### config.mk
export PLATFORM = sky130hd
export DESIGN_NAME = leased_worker_round_robin_flat
export DESIGN_NICKNAME = d
export VERILOG_FILES = /design/src/rtl/lwrr_pkg.sv /design/src/rtl/lwrr_req_if.sv /design/src/rtl/lwrr_rsp_if.sv /design/src/rtl/leased_worker_round_robin.sv /design/src/rtl/lwrr_ctrl.sv /design/src/rtl/lwrr_dp.sv /design/src/flat_wrapper.sv
export SDC_FILE = /design/constraint.sdc
export NUM_CORES = 2
export LEC_CHECK = 0
export ABC_CLOCK_PERIOD_IN_PS = 7210
export BUFFER_PORTS_ARGS = -buffer_cell sky130_fd_sc_hd__buf_4
export CAP_MARGIN = 30
export CORE_MARGIN = 2
export CORE_UTILIZATION = 40
export DETAILED_ROUTE_END_ITERATION = 10
export PLACE_DENSITY = 0.63
export SETUP_SLACK_MARGIN = 0.02
export SKIP_CTS_REPAIR_TIMING = 1
export SYNTH_ARGS = -nofsm -noshare
export SYNTH_HDL_FRONTEND = slang
export SYNTH_SLANG_ARGS = --single-unit
export TNS_END_PERCENT = 1
### constraint.sdc
create_clock -name clock -period 7.21 [get_ports clock]
set_input_delay 1.442 -clock clock [delete_from_list [all_inputs] [get_ports clock]]
set_output_delay 1.442 -clock clock [all_outputs]
set_load 0.005 [all_outputs]
### src/rtl/lwrr_pkg.sv
// Shared widths, codes and control/status bundles of the leased worker round-robin block.
package lwrr_pkg;

   // default table depth
   localparam int MAX_SLOTS_DEF = 16;

   // field widths
   localparam int CMD_W      = 2;
   localparam int IP_W       = 32;
   localparam int PORT_W     = 16;
   localparam int OFFER_W    = 16;
   localparam int HANDLE_W   = 4;
   localparam int TIME_W     = 32;
   localparam int EXP_W      = TIME_W + 1;
   localparam int ST_W       = 2;
   localparam int MAXW_W     = 5;
   localparam int SVC_W      = 16;
   localparam int NUM_HANDLES = 1 << HANDLE_W;

   // configuration port
   localparam int CSR_IDX_W  = 1;
   localparam int CSR_DATA_W = 16;
   localparam logic [CSR_IDX_W-1:0] CSR_MAX_WORKERS  = 1'd0;
   localparam logic [CSR_IDX_W-1:0] CSR_SERVICE_TIME = 1'd1;
   localparam logic [MAXW_W-1:0]    MAXW_RESET       = 5'd10;
   localparam logic [SVC_W-1:0]     SVC_RESET        = 16'd10;

   // command codes
   localparam logic [CMD_W-1:0] CMD_REGISTER   = 2'd0;
   localparam logic [CMD_W-1:0] CMD_UNREGISTER = 2'd1;
   localparam logic [CMD_W-1:0] CMD_REDIRECT   = 2'd2;

   // status codes
   localparam logic [ST_W-1:0] ST_OK        = 2'd0;
   localparam logic [ST_W-1:0] ST_BAD_PORT  = 2'd1;
   localparam logic [ST_W-1:0] ST_FULL      = 2'd2;
   localparam logic [ST_W-1:0] ST_NO_HANDLE = 2'd3;

   // one table entry
   typedef struct packed {
      logic [IP_W-1:0]     ip;
      logic [PORT_W-1:0]   port;
      logic [EXP_W-1:0]    expiry;
      logic [HANDLE_W-1:0] handle;
   } lwrr_entry_type;

   // controller to datapath
   typedef struct packed {
      logic            idle;
      logic            do_register;
      logic            idx_clear;
      logic            idx_inc;
      logic            rd_en;
      logic            rd_next;
      logic            rd_pos;
      logic            shift_write;
      logic            drop_begin;
      logic            drop_fix;
      logic            rsp_load;
      logic [ST_W-1:0] status;
   } lwrr_cmd_type;

   // datapath to controller
   typedef struct packed {
      logic             req_valid;
      logic [CMD_W-1:0] command;
      logic             port_zero;
      logic             table_full;
      logic             handle_used;
      logic             scan_end;
      logic             scan_hit;
      logic             shift_done;
      logic             pointed;
      logic             expired;
      logic             out_free;
   } lwrr_stat_type;

endpackage

### src/rtl/lwrr_req_if.sv
// Request channel: valid/ready handshake carrying one command word.
interface lwrr_req_if;
   logic        valid;
   logic        ready;
   logic [1:0]  command;
   logic [31:0] client_ip;
   logic [15:0] client_port;
   logic [15:0] offer_seconds;
   logic [3:0]  handle_in;
   logic [31:0] now_seconds;

   modport source (
      output valid, command, client_ip, client_port, offer_seconds, handle_in, now_seconds,
      input  ready
   );
   modport sink (
      input  valid, command, client_ip, client_port, offer_seconds, handle_in, now_seconds,
      output ready
   );
endinterface

### src/rtl/lwrr_rsp_if.sv
// Response channel: valid/ready handshake carrying one result word.
interface lwrr_rsp_if;
   logic        valid;
   logic        ready;
   logic [1:0]  status;
   logic [3:0]  handle_out;
   logic        serve_self;
   logic [31:0] worker_ip;
   logic [15:0] worker_port;
   logic        help_wanted;
   logic [15:0] help_time;

   modport source (
      output valid, status, handle_out, serve_self, worker_ip, worker_port, help_wanted,
             help_time,
      input  ready
   );
   modport sink (
      input  valid, status, handle_out, serve_self, worker_ip, worker_port, help_wanted,
             help_time,
      output ready
   );
endinterface

### src/rtl/leased_worker_round_robin.sv
// Leased worker round-robin table: top level joining controller and datapath.
//
// Channels: req_chan carries one command word (register, unregister, redirect),
// rsp_chan returns exactly one result word per accepted command, both with a
// valid/ready handshake. csr_* writes max_workers (index 0) and service_time
// (index 1); the user must write them only while the block is idle, which the
// block itself does not enforce. Register, a rejected unregister and the
// unused command go straight to the result. Unregister reads and compares
// entries up to the match, then moves each later entry down one slot.
// Redirect reads the pointed worker, if any; while it has expired it is
// dropped, later entries are moved down and the new pointed worker is read.
// Each move reads an entry from the table memory and writes it one slot lower.
// A new word can be accepted in the cycle after the previous result is loaded.
// One command is processed at a time; the next word is taken as soon as the
// previous result sits in the response register, even if it is not yet taken.
// When the receiver stalls, the result holds and a finished command waits
// for the register to free up. Reset empties the table, frees all handles,
// invalidates the pointer and sets both registers to 10.
module leased_worker_round_robin
   import lwrr_pkg::*;
#(
   parameter int MAX_SLOTS = MAX_SLOTS_DEF
)(
   input  logic                  clock,
   input  logic                  reset,
   lwrr_req_if.sink              req_chan,
   lwrr_rsp_if.source            rsp_chan,
   input  logic                  csr_wr_en,
   input  logic [CSR_IDX_W-1:0]  csr_index,
   input  logic [CSR_DATA_W-1:0] csr_wdata
);

   lwrr_cmd_type  cmd;
   lwrr_stat_type stat;

   // sequencing
   lwrr_ctrl u_ctrl (
      .clock (clock),
      .reset (reset),
      .stat  (stat),
      .cmd   (cmd)
   );

   // table and response path
   lwrr_dp #(
      .MAX_SLOTS (MAX_SLOTS)
   ) u_dp (
      .clock     (clock),
      .reset     (reset),
      .req_chan  (req_chan),
      .rsp_chan  (rsp_chan),
      .csr_wr_en (csr_wr_en),
      .csr_index (csr_index),
      .csr_wdata (csr_wdata),
      .cmd       (cmd),
      .stat      (stat)
   );

endmodule

### src/rtl/lwrr_ctrl.sv
// Sequencing state machine: dispatches commands, scans, compacts and expires entries.
module lwrr_ctrl
   import lwrr_pkg::*;
(
   input  logic          clock,
   input  logic          reset,
   input  lwrr_stat_type stat,
   output lwrr_cmd_type  cmd
);

   localparam logic [3:0] S_IDLE      = 4'd0;
   localparam logic [3:0] S_DISPATCH  = 4'd1;
   localparam logic [3:0] S_FIND_RD   = 4'd2;
   localparam logic [3:0] S_FIND_CMP  = 4'd3;
   localparam logic [3:0] S_SHIFT_RD  = 4'd4;
   localparam logic [3:0] S_SHIFT_WR  = 4'd5;
   localparam logic [3:0] S_DROP_FIX  = 4'd6;
   localparam logic [3:0] S_EXP_RD    = 4'd7;
   localparam logic [3:0] S_EXP_CMP   = 4'd8;
   localparam logic [3:0] S_FINISH    = 4'd9;

   logic [3:0]      state_ff, state_in;
   logic [ST_W-1:0] status_ff, status_in;

   // next state and datapath commands
   always_comb begin
      cmd        = '0;
      cmd.status = status_ff;
      state_in   = state_ff;
      status_in  = status_ff;
      unique case (state_ff)
         S_IDLE: begin
            cmd.idle = 1'b1;
            if (stat.req_valid) begin
               state_in = S_DISPATCH;
            end
         end
         S_DISPATCH: begin
            status_in = ST_OK;
            state_in  = S_FINISH;
            unique case (stat.command)
               CMD_REGISTER: begin
                  if (stat.port_zero) begin
                     status_in = ST_BAD_PORT;
                  end else if (stat.table_full) begin
                     status_in = ST_FULL;
                  end else begin
                     cmd.do_register = 1'b1;
                  end
               end
               CMD_UNREGISTER: begin
                  if (!stat.handle_used) begin
                     status_in = ST_NO_HANDLE;
                  end else begin
                     cmd.idx_clear = 1'b1;
                     state_in      = S_FIND_RD;
                  end
               end
               CMD_REDIRECT: begin
                  state_in = S_EXP_RD;
               end
               default: begin
                  state_in = S_FINISH;
               end
            endcase
         end
         // walk the table for the handle, one read and one compare per entry
         S_FIND_RD: begin
            if (stat.scan_end) begin
               status_in = ST_NO_HANDLE;
               state_in  = S_FINISH;
            end else begin
               cmd.rd_en = 1'b1;
               state_in  = S_FIND_CMP;
            end
         end
         S_FIND_CMP: begin
            if (stat.scan_hit) begin
               cmd.drop_begin = 1'b1;
               state_in       = S_SHIFT_RD;
            end else begin
               cmd.idx_inc = 1'b1;
               state_in    = S_FIND_RD;
            end
         end
         // move later entries down one slot
         S_SHIFT_RD: begin
            if (stat.shift_done) begin
               state_in = S_DROP_FIX;
            end else begin
               cmd.rd_en   = 1'b1;
               cmd.rd_next = 1'b1;
               state_in    = S_SHIFT_WR;
            end
         end
         S_SHIFT_WR: begin
            cmd.shift_write = 1'b1;
            state_in        = S_SHIFT_RD;
         end
         S_DROP_FIX: begin
            cmd.drop_fix = 1'b1;
            state_in     = (stat.command == CMD_REDIRECT) ? S_EXP_RD : S_FINISH;
         end
         // drop the pointed worker while its lease has run out
         S_EXP_RD: begin
            if (stat.pointed) begin
               cmd.rd_en  = 1'b1;
               cmd.rd_pos = 1'b1;
               state_in   = S_EXP_CMP;
            end else begin
               state_in = S_FINISH;
            end
         end
         S_EXP_CMP: begin
            if (stat.expired) begin
               cmd.drop_begin = 1'b1;
               state_in       = S_SHIFT_RD;
            end else begin
               state_in = S_FINISH;
            end
         end
         // hand the word to the response register once it has room
         S_FINISH: begin
            if (stat.out_free) begin
               cmd.rsp_load = 1'b1;
               state_in     = S_IDLE;
            end
         end
         default: begin
            state_in = S_IDLE;
         end
      endcase
   end

   always_ff @(posedge clock) begin
      if (reset) begin
         state_ff  <= S_IDLE;
         status_ff <= ST_OK;
      end else begin
         state_ff  <= state_in;
         status_ff <= status_in;
      end
   end

endmodule

### src/rtl/lwrr_dp.sv
// Datapath: worker table memory, handle map, round-robin pointer and response register.
module lwrr_dp
   import lwrr_pkg::*;
#(
   parameter int MAX_SLOTS = MAX_SLOTS_DEF
)(
   input  logic                  clock,
   input  logic                  reset,
   lwrr_req_if.sink              req_chan,
   lwrr_rsp_if.source            rsp_chan,
   input  logic                  csr_wr_en,
   input  logic [CSR_IDX_W-1:0]  csr_index,
   input  logic [CSR_DATA_W-1:0] csr_wdata,
   input  lwrr_cmd_type          cmd,
   output lwrr_stat_type         stat
);

   localparam int IDX_W = (MAX_SLOTS > 1) ? $clog2(MAX_SLOTS) : 1;
   localparam int CNT_W = $clog2(MAX_SLOTS + 1);
   localparam int CMP_W = (CNT_W > MAXW_W) ? CNT_W : MAXW_W;

   // configuration
   logic [MAXW_W-1:0] max_workers_ff;
   logic [SVC_W-1:0]  service_time_ff;

   // latched request
   logic [CMD_W-1:0]    cmd_ff;
   logic [IP_W-1:0]     ip_ff;
   logic [PORT_W-1:0]   port_ff;
   logic [OFFER_W-1:0]  offer_ff;
   logic [HANDLE_W-1:0] hin_ff;
   logic [TIME_W-1:0]   now_ff;

   // table and control state
   lwrr_entry_type           mem [MAX_SLOTS];
   lwrr_entry_type           rdata_ff;
   logic [NUM_HANDLES-1:0]   in_use_ff, in_use_in;
   logic [CNT_W-1:0]         count_ff, count_in;
   logic                     rr_valid_ff, rr_valid_in;
   logic [IDX_W-1:0]         pos_ff, pos_in;
   logic [CNT_W-1:0]         idx_ff, idx_in;
   logic [CNT_W-1:0]         drop_idx_ff;
   logic [HANDLE_W-1:0]      hnew_ff;

   // response register
   logic                rsp_valid_ff;
   logic [ST_W-1:0]     rsp_status_ff;
   logic [HANDLE_W-1:0] rsp_handle_ff;
   logic                rsp_self_ff;
   logic [IP_W-1:0]     rsp_ip_ff;
   logic [PORT_W-1:0]   rsp_port_ff;
   logic                rsp_help_ff;
   logic [SVC_W-1:0]    rsp_help_time_ff;

   logic                take;
   logic [HANDLE_W-1:0] free_h;
   logic [CNT_W-1:0]    idx_nxt;
   logic [CNT_W-1:0]    pos_ext;
   logic [CNT_W-1:0]    pos_inc;
   logic [CNT_W-1:0]    count_dec;
   logic                pointed;
   logic                help;
   logic                is_redirect;
   logic [OFFER_W-1:0]  lease_len;
   logic [EXP_W-1:0]    lease_end;
   logic [IDX_W-1:0]    rd_addr;
   logic                wr_en;
   logic [IDX_W-1:0]    wr_addr;
   lwrr_entry_type      wr_data;

   assign take           = cmd.idle && req_chan.valid;
   assign req_chan.ready = cmd.idle;

   // configuration writes
   always_ff @(posedge clock) begin
      if (reset) begin
         max_workers_ff  <= MAXW_RESET;
         service_time_ff <= SVC_RESET;
      end else if (csr_wr_en) begin
         case (csr_index)
            CSR_MAX_WORKERS:  max_workers_ff  <= csr_wdata[MAXW_W-1:0];
            CSR_SERVICE_TIME: service_time_ff <= csr_wdata[SVC_W-1:0];
            default: ;
         endcase
      end
   end

   // capture the accepted word
   always_ff @(posedge clock) begin
      if (take) begin
         cmd_ff   <= req_chan.command;
         ip_ff    <= req_chan.client_ip;
         port_ff  <= req_chan.client_port;
         offer_ff <= req_chan.offer_seconds;
         hin_ff   <= req_chan.handle_in;
         now_ff   <= req_chan.now_seconds;
      end
   end

   // lowest free handle
   always_comb begin
      free_h = '0;
      for (int k = NUM_HANDLES - 1; k >= 0; k--) begin
         if (!in_use_ff[k]) begin
            free_h = HANDLE_W'(k);
         end
      end
   end

   assign idx_nxt     = idx_ff + 1'b1;
   assign pos_ext     = CNT_W'(pos_ff);
   assign pos_inc     = pos_ext + 1'b1;
   assign count_dec   = count_ff - 1'b1;
   assign pointed     = rr_valid_ff && (pos_ext < count_ff);
   assign help        = CMP_W'(count_ff) < CMP_W'(max_workers_ff);
   assign is_redirect = (cmd_ff == CMD_REDIRECT);
   assign lease_len   = (offer_ff > service_time_ff) ? service_time_ff : offer_ff;
   assign lease_end   = {1'b0, now_ff} + EXP_W'(lease_len);

   // status toward the controller
   always_comb begin
      stat.req_valid   = req_chan.valid;
      stat.command     = cmd_ff;
      stat.port_zero   = (port_ff == '0);
      stat.table_full  = (CMP_W'(count_ff) >= CMP_W'(max_workers_ff)) ||
                         (count_ff >= CNT_W'(MAX_SLOTS)) || (&in_use_ff);
      stat.handle_used = in_use_ff[hin_ff];
      stat.scan_end    = (idx_ff >= count_ff);
      stat.scan_hit    = (rdata_ff.handle == hin_ff);
      stat.shift_done  = (idx_nxt >= count_ff);
      stat.pointed     = pointed;
      stat.expired     = (rdata_ff.expiry < {1'b0, now_ff});
      stat.out_free    = !rsp_valid_ff || rsp_chan.ready;
   end

   // table port selection
   always_comb begin
      if (cmd.rd_pos) begin
         rd_addr = pos_ff;
      end else if (cmd.rd_next) begin
         rd_addr = idx_nxt[IDX_W-1:0];
      end else begin
         rd_addr = idx_ff[IDX_W-1:0];
      end
      wr_en          = cmd.do_register || cmd.shift_write;
      wr_addr        = cmd.do_register ? count_ff[IDX_W-1:0] : idx_ff[IDX_W-1:0];
      wr_data        = rdata_ff;
      if (cmd.do_register) begin
         wr_data.ip     = ip_ff;
         wr_data.port   = port_ff;
         wr_data.expiry = lease_end;
         wr_data.handle = free_h;
      end
   end

   // worker table
   always_ff @(posedge clock) begin
      if (wr_en) begin
         mem[wr_addr] <= wr_data;
      end
      if (cmd.rd_en) begin
         rdata_ff <= mem[rd_addr];
      end
   end

   // next values of count, handle map, pointer and walk index
   always_comb begin
      count_in    = count_ff;
      in_use_in   = in_use_ff;
      rr_valid_in = rr_valid_ff;
      pos_in      = pos_ff;
      idx_in      = idx_ff;

      if (cmd.do_register) begin
         count_in          = count_ff + 1'b1;
         in_use_in[free_h] = 1'b1;
         if (!rr_valid_ff) begin
            rr_valid_in = 1'b1;
            pos_in      = count_ff[IDX_W-1:0];
         end
      end

      if (cmd.drop_begin) begin
         in_use_in[rdata_ff.handle] = 1'b0;
      end

      // close the gap and repair the pointer
      if (cmd.drop_fix) begin
         count_in = count_dec;
         if (rr_valid_ff) begin
            if (pos_ext == drop_idx_ff) begin
               if (drop_idx_ff >= count_dec) begin
                  rr_valid_in = 1'b0;
                  pos_in      = '0;
               end
            end else if (pos_ext > drop_idx_ff) begin
               pos_in = pos_ff - 1'b1;
            end
         end
      end

      // advance round robin after a served redirect
      if (cmd.rsp_load && is_redirect && pointed) begin
         pos_in = (pos_inc >= count_ff) ? '0 : pos_inc[IDX_W-1:0];
      end

      if (cmd.idx_clear) begin
         idx_in = '0;
      end else if (cmd.rd_pos) begin
         idx_in = pos_ext;
      end else if (cmd.idx_inc || cmd.shift_write) begin
         idx_in = idx_nxt;
      end
   end

   always_ff @(posedge clock) begin
      if (reset) begin
         count_ff    <= '0;
         in_use_ff   <= '0;
         rr_valid_ff <= 1'b0;
         pos_ff      <= '0;
      end else begin
         count_ff    <= count_in;
         in_use_ff   <= in_use_in;
         rr_valid_ff <= rr_valid_in;
         pos_ff      <= pos_in;
      end
   end

   always_ff @(posedge clock) begin
      idx_ff <= idx_in;
      if (cmd.drop_begin) begin
         drop_idx_ff <= idx_ff;
      end
      if (cmd.do_register) begin
         hnew_ff <= free_h;
      end
   end

   // response register
   always_ff @(posedge clock) begin
      if (reset) begin
         rsp_valid_ff <= 1'b0;
      end else if (cmd.rsp_load) begin
         rsp_valid_ff <= 1'b1;
      end else if (rsp_chan.ready) begin
         rsp_valid_ff <= 1'b0;
      end
   end

   always_ff @(posedge clock) begin
      if (cmd.rsp_load) begin
         rsp_status_ff    <= cmd.status;
         rsp_handle_ff    <= (cmd_ff == CMD_REGISTER && cmd.status == ST_OK) ? hnew_ff : '0;
         rsp_self_ff      <= is_redirect && !pointed;
         rsp_ip_ff        <= (is_redirect && pointed) ? rdata_ff.ip : '0;
         rsp_port_ff      <= (is_redirect && pointed) ? rdata_ff.port : '0;
         rsp_help_ff      <= is_redirect && help;
         rsp_help_time_ff <= (is_redirect && help) ? service_time_ff : '0;
      end
   end

   assign rsp_chan.valid       = rsp_valid_ff;
   assign rsp_chan.status      = rsp_status_ff;
   assign rsp_chan.handle_out  = rsp_handle_ff;
   assign rsp_chan.serve_self  = rsp_self_ff;
   assign rsp_chan.worker_ip   = rsp_ip_ff;
   assign rsp_chan.worker_port = rsp_port_ff;
   assign rsp_chan.help_wanted = rsp_help_ff;
   assign rsp_chan.help_time   = rsp_help_time_ff;

`ifndef SYNTHESIS
   a_count_bound: assert property (@(posedge clock) disable iff (reset)
      count_ff <= CNT_W'(MAX_SLOTS))
      else $error("worker count beyond table depth");

   a_pointer_in_table: assert property (@(posedge clock) disable iff (reset)
      rr_valid_ff |-> (pos_ext < count_ff))
      else $error("round-robin pointer past last worker");

   a_pointer_parked: assert property (@(posedge clock) disable iff (reset)
      !rr_valid_ff |-> (pos_ff == '0))
      else $error("invalid pointer not parked at zero");

   a_handles_match_count: assert property (@(posedge clock) disable iff (reset)
      cmd.rsp_load |-> ($countones(in_use_ff) == int'(count_ff)))
      else $error("handle map out of step with worker count");

   a_empty_no_pointer: assert property (@(posedge clock) disable iff (reset)
      (cmd.rsp_load && count_ff == '0) |-> !rr_valid_ff)
      else $error("pointer valid on empty table");
`endif

endmodule
### src/flat_wrapper.sv
// flat-port wrapper written by rule: the top's interface ports become plain ports
module leased_worker_round_robin_flat import lwrr_pkg::*;
#(
   parameter int MAX_SLOTS = MAX_SLOTS_DEF
)
  (clock, reset, csr_wr_en, csr_index, csr_wdata, req_chan_valid, req_chan_command, req_chan_client_ip, req_chan_client_port, req_chan_offer_seconds, req_chan_handle_in, req_chan_now_seconds, req_chan_ready, rsp_chan_valid, rsp_chan_status, rsp_chan_handle_out, rsp_chan_serve_self, rsp_chan_worker_ip, rsp_chan_worker_port, rsp_chan_help_wanted, rsp_chan_help_time, rsp_chan_ready);
  lwrr_req_if req_chan_i ();
  lwrr_rsp_if rsp_chan_i ();
  input  logic clock;
  input  logic reset;
  input  logic csr_wr_en;
  input  logic [CSR_IDX_W-1:0] csr_index;
  input  logic [CSR_DATA_W-1:0] csr_wdata;
  input wire logic [$bits(req_chan_i.valid)-1:0] req_chan_valid;
  input wire logic [$bits(req_chan_i.command)-1:0] req_chan_command;
  input wire logic [$bits(req_chan_i.client_ip)-1:0] req_chan_client_ip;
  input wire logic [$bits(req_chan_i.client_port)-1:0] req_chan_client_port;
  input wire logic [$bits(req_chan_i.offer_seconds)-1:0] req_chan_offer_seconds;
  input wire logic [$bits(req_chan_i.handle_in)-1:0] req_chan_handle_in;
  input wire logic [$bits(req_chan_i.now_seconds)-1:0] req_chan_now_seconds;
  output wire logic [$bits(req_chan_i.ready)-1:0] req_chan_ready;
  output wire logic [$bits(rsp_chan_i.valid)-1:0] rsp_chan_valid;
  output wire logic [$bits(rsp_chan_i.status)-1:0] rsp_chan_status;
  output wire logic [$bits(rsp_chan_i.handle_out)-1:0] rsp_chan_handle_out;
  output wire logic [$bits(rsp_chan_i.serve_self)-1:0] rsp_chan_serve_self;
  output wire logic [$bits(rsp_chan_i.worker_ip)-1:0] rsp_chan_worker_ip;
  output wire logic [$bits(rsp_chan_i.worker_port)-1:0] rsp_chan_worker_port;
  output wire logic [$bits(rsp_chan_i.help_wanted)-1:0] rsp_chan_help_wanted;
  output wire logic [$bits(rsp_chan_i.help_time)-1:0] rsp_chan_help_time;
  input wire logic [$bits(rsp_chan_i.ready)-1:0] rsp_chan_ready;
  assign req_chan_i.valid = req_chan_valid;
  assign req_chan_i.command = req_chan_command;
  assign req_chan_i.client_ip = req_chan_client_ip;
  assign req_chan_i.client_port = req_chan_client_port;
  assign req_chan_i.offer_seconds = req_chan_offer_seconds;
  assign req_chan_i.handle_in = req_chan_handle_in;
  assign req_chan_i.now_seconds = req_chan_now_seconds;
  assign req_chan_ready = req_chan_i.ready;
  assign rsp_chan_valid = rsp_chan_i.valid;
  assign rsp_chan_status = rsp_chan_i.status;
  assign rsp_chan_handle_out = rsp_chan_i.handle_out;
  assign rsp_chan_serve_self = rsp_chan_i.serve_self;
  assign rsp_chan_worker_ip = rsp_chan_i.worker_ip;
  assign rsp_chan_worker_port = rsp_chan_i.worker_port;
  assign rsp_chan_help_wanted = rsp_chan_i.help_wanted;
  assign rsp_chan_help_time = rsp_chan_i.help_time;
  assign rsp_chan_i.ready = rsp_chan_ready;
  leased_worker_round_robin #(.MAX_SLOTS(MAX_SLOTS)) u_core (.clock(clock), .reset(reset), .req_chan(req_chan_i), .rsp_chan(rsp_chan_i), .csr_wr_en(csr_wr_en), .csr_index(csr_index), .csr_wdata(csr_wdata));
endmodule
Yosys cells after proc, flatten, opt, wreduce, memory -nomap -nowiden
Memory sizes are Yosys's and may differ from the RTL's. A register that Yosys moved wholly into a read port is not among the register bits. Index checks and enable logic that the tools add are counted.

Memory bits (read-only): 0. Memory bits (writable): 1360. Latch bits: 0. Logic and storage cells: 190. Register bits after elaboration: 242. Output and inout port bits: 74. Memories kept: 1. Input bits: 124.

Memories: u_core.u_dp.mem (depth 16, width 85, rd ports 1, clocked after memory_dff 1, write ports 1, RTL line lwrr_dp.sv:35) `lwrr_entry_type mem [MAX_SLOTS];`.

Equal/unequal tests: 16. Divide/modulo/power cells: 0. Muxes and demuxes: 90. Reduce and logical (&&, ||, !) cells: 31. Magnitude comparators: 16. Multipliers: 0. Add/subtract/negate cells: 6. Shifts and indexed selects: 0. Bitwise logic cells: 4.

Operators by type and width (number): two-way mux 4 bit (36); two-way mux 85 bit (1); two-way mux 16 bit (3); one-hot mux 4 bit (10 select lines) (1); adder 32 x 16 -> 33 bit (1); less-than comparator 33 x 32 -> 1 bit (1); two-way mux 1 bit (31); >= comparator 5 bit (5); bitwise AND 16 bit (1); equality test 4 x 3 -> 1 bit (second input constant) (4); > comparator 16 bit (1); zero test 16 bit (1); inverter 16 bit (1); bitwise OR 16 bit (1); AND reduction 16 bit (1); less-than comparator 4 x 5 -> 1 bit (second input constant) (3); two-way mux 2 bit (7); adder 5 x 1 -> 5 bit (second input constant) (2); logical AND 1 bit (10); two-way mux 5 bit (2); demux 1 bit (select 4 bit) (2); equality test 4 x 2 -> 1 bit (second input constant) (2); equality test 4 bit (second input constant) (2); >= comparator 4 x 1 -> 1 bit (second input constant) (2); other kinds (28) (42).

Depth between registers and ports, before layout
Word-level depth: 24. Mapped depth: 24.

Hierarchy
A second synthesis with hierarchy kept.

Cell total of the unflattened synthesis: 3535. Area total of the unflattened synthesis: 67999.0 um^2.

By module, submodules not included: lwrr_dp (seq. area each 49947.9 um^2, times used 1, area an instance 67377.1 um^2, cells each 3447); lwrr_ctrl (seq. area each 120.1 um^2, times used 1, area an instance 621.8 um^2, cells each 88).

Least setup slack after synthesis
No wires, ideal clock.

Path kind: flip-flop to flip-flop. Start point: register u_core.u_dp.count_ff[0]. End point: memory u_core.u_dp.mem[12][0] in the netlist's numbering (enable). Arrival: 5709 ps. Library setup time: 529 ps. Clock period less this slack: 6238 ps. Stages on the path, launching flop included: 11. Path buffers: 2. Setup slack: 972 ps. Path through: dfxtp_1 inv_1 ha_1 and4_1 a221oi_1 nand4bb_1 clkbuf_1 clkbuf_1 nor3_1 a31oi_1 nor2_1.

Cells in the longest elaborated chain, start to end: 10. Elaborated cells between the ends (all ways): 12. Classes of those cells: order compare: 2; mux: 7; reduce/logical: 3.

RTL lines: from (decl) (RTL line lwrr_dp.sv:38) `logic [CNT_W-1:0] count_ff, count_in;`; from (signal assigned) (RTL line lwrr_dp.sv:223) `count_ff <= count_in;`; >= comparator 5 bit, on equally long branches (RTL line lwrr_dp.sv:125, lwrr_dp.sv:126); logical OR 1 bit (RTL line lwrr_dp.sv:125) `stat.table_full = (CMP_W'(count_ff) >= CMP_W'(max_workers_ff)) ||`; logical OR 1 bit (RTL line lwrr_dp.sv:126) `(count_ff >= CNT_W'(MAX_SLOTS)) || (&in_use_ff);`; two-way mux 1 bit (RTL line lwrr_ctrl.sv:45) `end else if (stat.table_full) begin`; two-way mux 1 bit (RTL line lwrr_ctrl.sv:43) `if (stat.port_zero) begin`; two-way mux 1 bit (RTL line lwrr_ctrl.sv:41) `unique case (stat.command)`; two-way mux 2 bit (RTL line lwrr_ctrl.sv:31) `unique case (state_ff)`; logical OR 1 bit (RTL line lwrr_dp.sv:145) `wr_en = cmd.do_register || cmd.shift_write;`; two-way mux 1 bit (RTL line lwrr_dp.sv:158) `if (wr_en) begin`; two-way mux 1 bit (not written as such) (RTL line lwrr_dp.sv:159) `mem[wr_addr] <= wr_data;`; to (decl) (RTL line lwrr_dp.sv:35).

Several ways; a longest one is shown, not always the timed one.

==> metrics.cfg <==
[run_status]
outcome=completed

[clocking]
cts_num_sinks=1687
cts_tree=built
cts_max_level=4
cts_buffers=167
cts.clk_slew.worst_paths_ps=70
clockBufferDepth=3
clock_latency_ps=810
root_buffer=clkbuf_16

[cells_and_area]
layout_commonest_cell=edfxtp_1
final_area_mm2=0.0810
fin_nets=4780
layout-drive-gt1-share=0.129
area_growth_pct=14.6
final_cell_mix=edfxtp_1 (1,628), mux2i_1 (1,284), nand2_1 (267)

[floorplanning]
die_w_um=424
die_y_um=424
dieArea_mm2=0.180
initial_core_util=0.402
core_mm2=0.176
ioPinCount=198
fp-row-count=154

[worst_setup_path]
worstPathMaxFanout=16
rr_worst_depth=23
r2r_slack_ps=860
setup.worst_path.class=reg -> reg
r2r_start=u_core.u_dp.service_time_ff[1]$_SDFFE_PP1P_
end_kind=flop
worstSetupEndpoint=u_core.u_dp.mem[14][26]$_DFFE_PP_
critPathArrivalTime_ps=6790
worstReg2RegEnd=u_core.u_dp.mem[14][26]$_DFFE_PP_
cp-startpoint=u_core.u_dp.service_time_ff[1]$_SDFFE_PP1P_
cp-start-kind=flop
crit_required_ps=7650

[timing]
fin_hold_ws_ps=486
maxSlewViolCount=0
fin_crit_ps=6350
rsz0062_at_grt=false
fmax_mhz=157
tns_ps=0
maxSlewHeadroom=0.289
finClkSkew_ps=36.2
tightest_slew_ps=1070
post-route-period-util=0.881
setup_viol=0
hold_viol_final=0

[detailed_routing]
vias=37100
firstDrtPassIters=8
drcViolationCount=0
wirelength_um=165000
antenna_left=0
via_per_inst=5.28
drtIter0Drc=2950
wl_per_cell_um=23.5

[worst_hold_path]
hold_class=reg -> reg
min_path_cells=2

[placed_design]
placed_area_mm2=0.0756
hpwl_um=94200
place_congestion=0.812
io_buffers=197

[global_routing]
antenna_found_initial=3
grt_overflow=0
grt_start_max_net_pins=97
grt_pass1_vias=37100
grt_pass1_wl_um=244000
track_usage=0.181

[synthesis]
async_flop_share=0
ys.warnings.count=0
syn-num-nets=4506
synth_seq_cells=1687
synth_cell_types=65
synth_edf_count=1628
syn_area_per_cell_um2=16.5
ys.flop_type=edfxtp_1
yosysSeqAreaShare=0.708
netlist_area_mm2=0.0707
synth_cells=4277

[power]
seqPwrFrac=0.420
ir_drop_mv=0.264
sw_frac_of_total=0.304
p_leak_nw=29.3
combPwrFrac=0.287
p_switching_w=0.00882
powerDensity_mw_per_mm2=358
clkPwrFrac=0.293
power.internal_w=0.0202

[job]
cap_violations=0

[registers in the layout, summed over array words and instances, names as in the netlist, 16 cells and up]
name                              count
u_core.u_dp.in_use_ff                16
u_core.u_dp.ip_ff                    32
u_core.u_dp.mem                    1360
u_core.u_dp.now_ff                   32
u_core.u_dp.offer_ff                 16
u_core.u_dp.port_ff                  16
u_core.u_dp.rdata_ff                 85
u_core.u_dp.rsp_chan.help_time       16
u_core.u_dp.rsp_chan.worker_ip       32
u_core.u_dp.rsp_chan.worker_port     16
u_core.u_dp.service_time_ff          16
[synthesized netlist by cell type, drive strengths merged (2+ instances only)]
| cell type | n | area [um2] |
|---|---|---|
| a31oi | 21 | 131 |
| nand3 | 15 | 75.1 |
| or3 | 3 | 18.8 |
| nand4 | 22 | 138 |
| a221oi | 3 | 26.3 |
| a211oi | 20 | 150 |
| xor2 | 12 | 105 |
| o31ai | 3 | 22.5 |
| nand2 | 267 | 1000 |
| a21oi | 68 | 340 |
| nor2 | 81 | 304 |
| and2 | 15 | 93.8 |
| xnor2 | 37 | 324 |
| ha | 104 | 1300 |
| nand2b | 15 | 93.8 |
| o211ai | 8 | 60.1 |
| inv | 86 | 323 |
| mux4 | 5 | 113 |
| mux2i | 1285 | 12900 |
| a2111oi | 2 | 23.8 |
| buf | 142 | 800 |
| nor3 | 32 | 160 |
| o21ai | 68 | 340 |
| nor2b | 20 | 125 |
| nand3b | 4 | 30.0 |
| mux2 | 19 | 214 |
| or4b | 2 | 20.0 |
| clkbuf | 62 | 233 |
| and3 | 74 | 463 |
| a21o | 28 | 210 |
| a22oi | 2 | 15.0 |
| dfxtp | 59 | 1180 |
| or2 | 9 | 56.3 |
| edfxtp | 1628 | 48900 |
| nor3b | 3 | 22.5 |
| a32oi | 3 | 26.3 |
| o21a | 9 | 67.6 |
| nor4 | 9 | 56.3 |
| and4 | 2 | 17.5 |
| o21bai | 11 | 82.6 |
[worst max-delay path, cell delays in order, from the launching register on]
cell and delay, ps:
dfxtp_1 390, inv_1 60, ha_1 320, nor2b_1 140, o21a_1 160, o21a_1 160
o21ai_0 140, nand2b_1 70, a21oi_1 160, o31ai_1 100, o21ai_1 610, buf_4 310
mux2_2 360, ha_1 380, nand3_1 130, or2_2 290, a211oi_1 300, o41ai_1 130
buf_4 150, o21ai_1 310, buf_4 300, nand2_1 90, xnor2_1 130, o21ai_1 790
[cells by family (layout without fill, tap and decap cells)]
| group | count (synthesis) | count (layout) | share of synthesized area |
|---|---|---|---|
| buffers and inverters | 291 | 702 | 0.0192 |
| xor gates and xnor gates | 49 | 49 | 0.00607 |
| adders and majority gates | 105 | 105 | 0.0187 |
| and+or+nand+nor | 579 | 579 | 0.0387 |
| DFF | 1687 | 1687 | 0.708 |
| muxes | 1309 | 1309 | 0.187 |
| other | 0 | 1 | 0 |
| AOI/OAI and AO/OA | 257 | 257 | 0.0226 |
[power by group through the flow]
stage	sequential (W)	clock, W	combinational [W]
2_1_floorplan	0.0122	0	0.00628
3_3_place_gp	0.0124	0	0.00824
3_5_place_dp	0.0124	0	0.00836
4_1_cts	0.0122	0.00867	0.00839
5_1_grt	0.0122	0.00903	0.00899
6_report	0.0122	0.00851	0.00832
[cell type report]
class / count / area [um2]
repair buffers: 309 / 2870
multi-input cells: 2299 / 19500
clock inverters: 96 / 817
diodes: 1 / 2.50
inverters: 87 / 332
well taps: 2340 / 2930
clock buffers: 210 / 4520
fillers: 15000 / 94900
flip-flops and latches: 1687 / 50100
[through the flow]
stage / setup slack (ps) / instances / utilization / total power, W
floorplan: 972 / 4277 / - / 0.0185
global placement: 792 / 6707 / 0.429 / 0.0206
detailed placement: 890 / 6717 / 0.430 / 0.0207
CTS: 840 / 7023 / 0.460 / 0.0292
global route: 331 / 7029 / 0.461 / 0.0302
finish: 858 / 7029 / 0.461 / 0.0290
[how the worst min path moves through the flow]
stage                                                  from                                      endpoint  slack [ps]
3_3_place_gp   u_core.u_dp.service_time_ff[10]$_SDFFE_PP0P_  u_core.u_dp.service_time_ff[10]$_SDFFE_PP0P_         480
5_1_grt        u_core.u_dp.service_time_ff[13]$_SDFFE_PP0P_  u_core.u_dp.service_time_ff[13]$_SDFFE_PP0P_         510
2_1_floorplan       u_core.u_ctrl.status_ff[0]$_SDFFE_PP0P_      u_core.u_dp.rsp_chan.status[0]$_DFFE_PP_         410
4_1_cts        u_core.u_dp.service_time_ff[13]$_SDFFE_PP0P_  u_core.u_dp.service_time_ff[13]$_SDFFE_PP0P_         490
3_5_place_dp    u_core.u_dp.service_time_ff[7]$_SDFFE_PP0P_   u_core.u_dp.service_time_ff[7]$_SDFFE_PP0P_         480
6_report       u_core.u_dp.service_time_ff[13]$_SDFFE_PP0P_  u_core.u_dp.service_time_ff[13]$_SDFFE_PP0P_         490
[layer usage]
metal  global-route usage  up-vias  part of all wire
met4               0.0501        0             0.020
li1                     -    17000                 -
met3               0.0265      200             0.045
met5                    0        -                 0
met2                0.305      910              0.49
met1                0.245    19000              0.44
No activity file was read; power rests on OpenSTA's default activity.
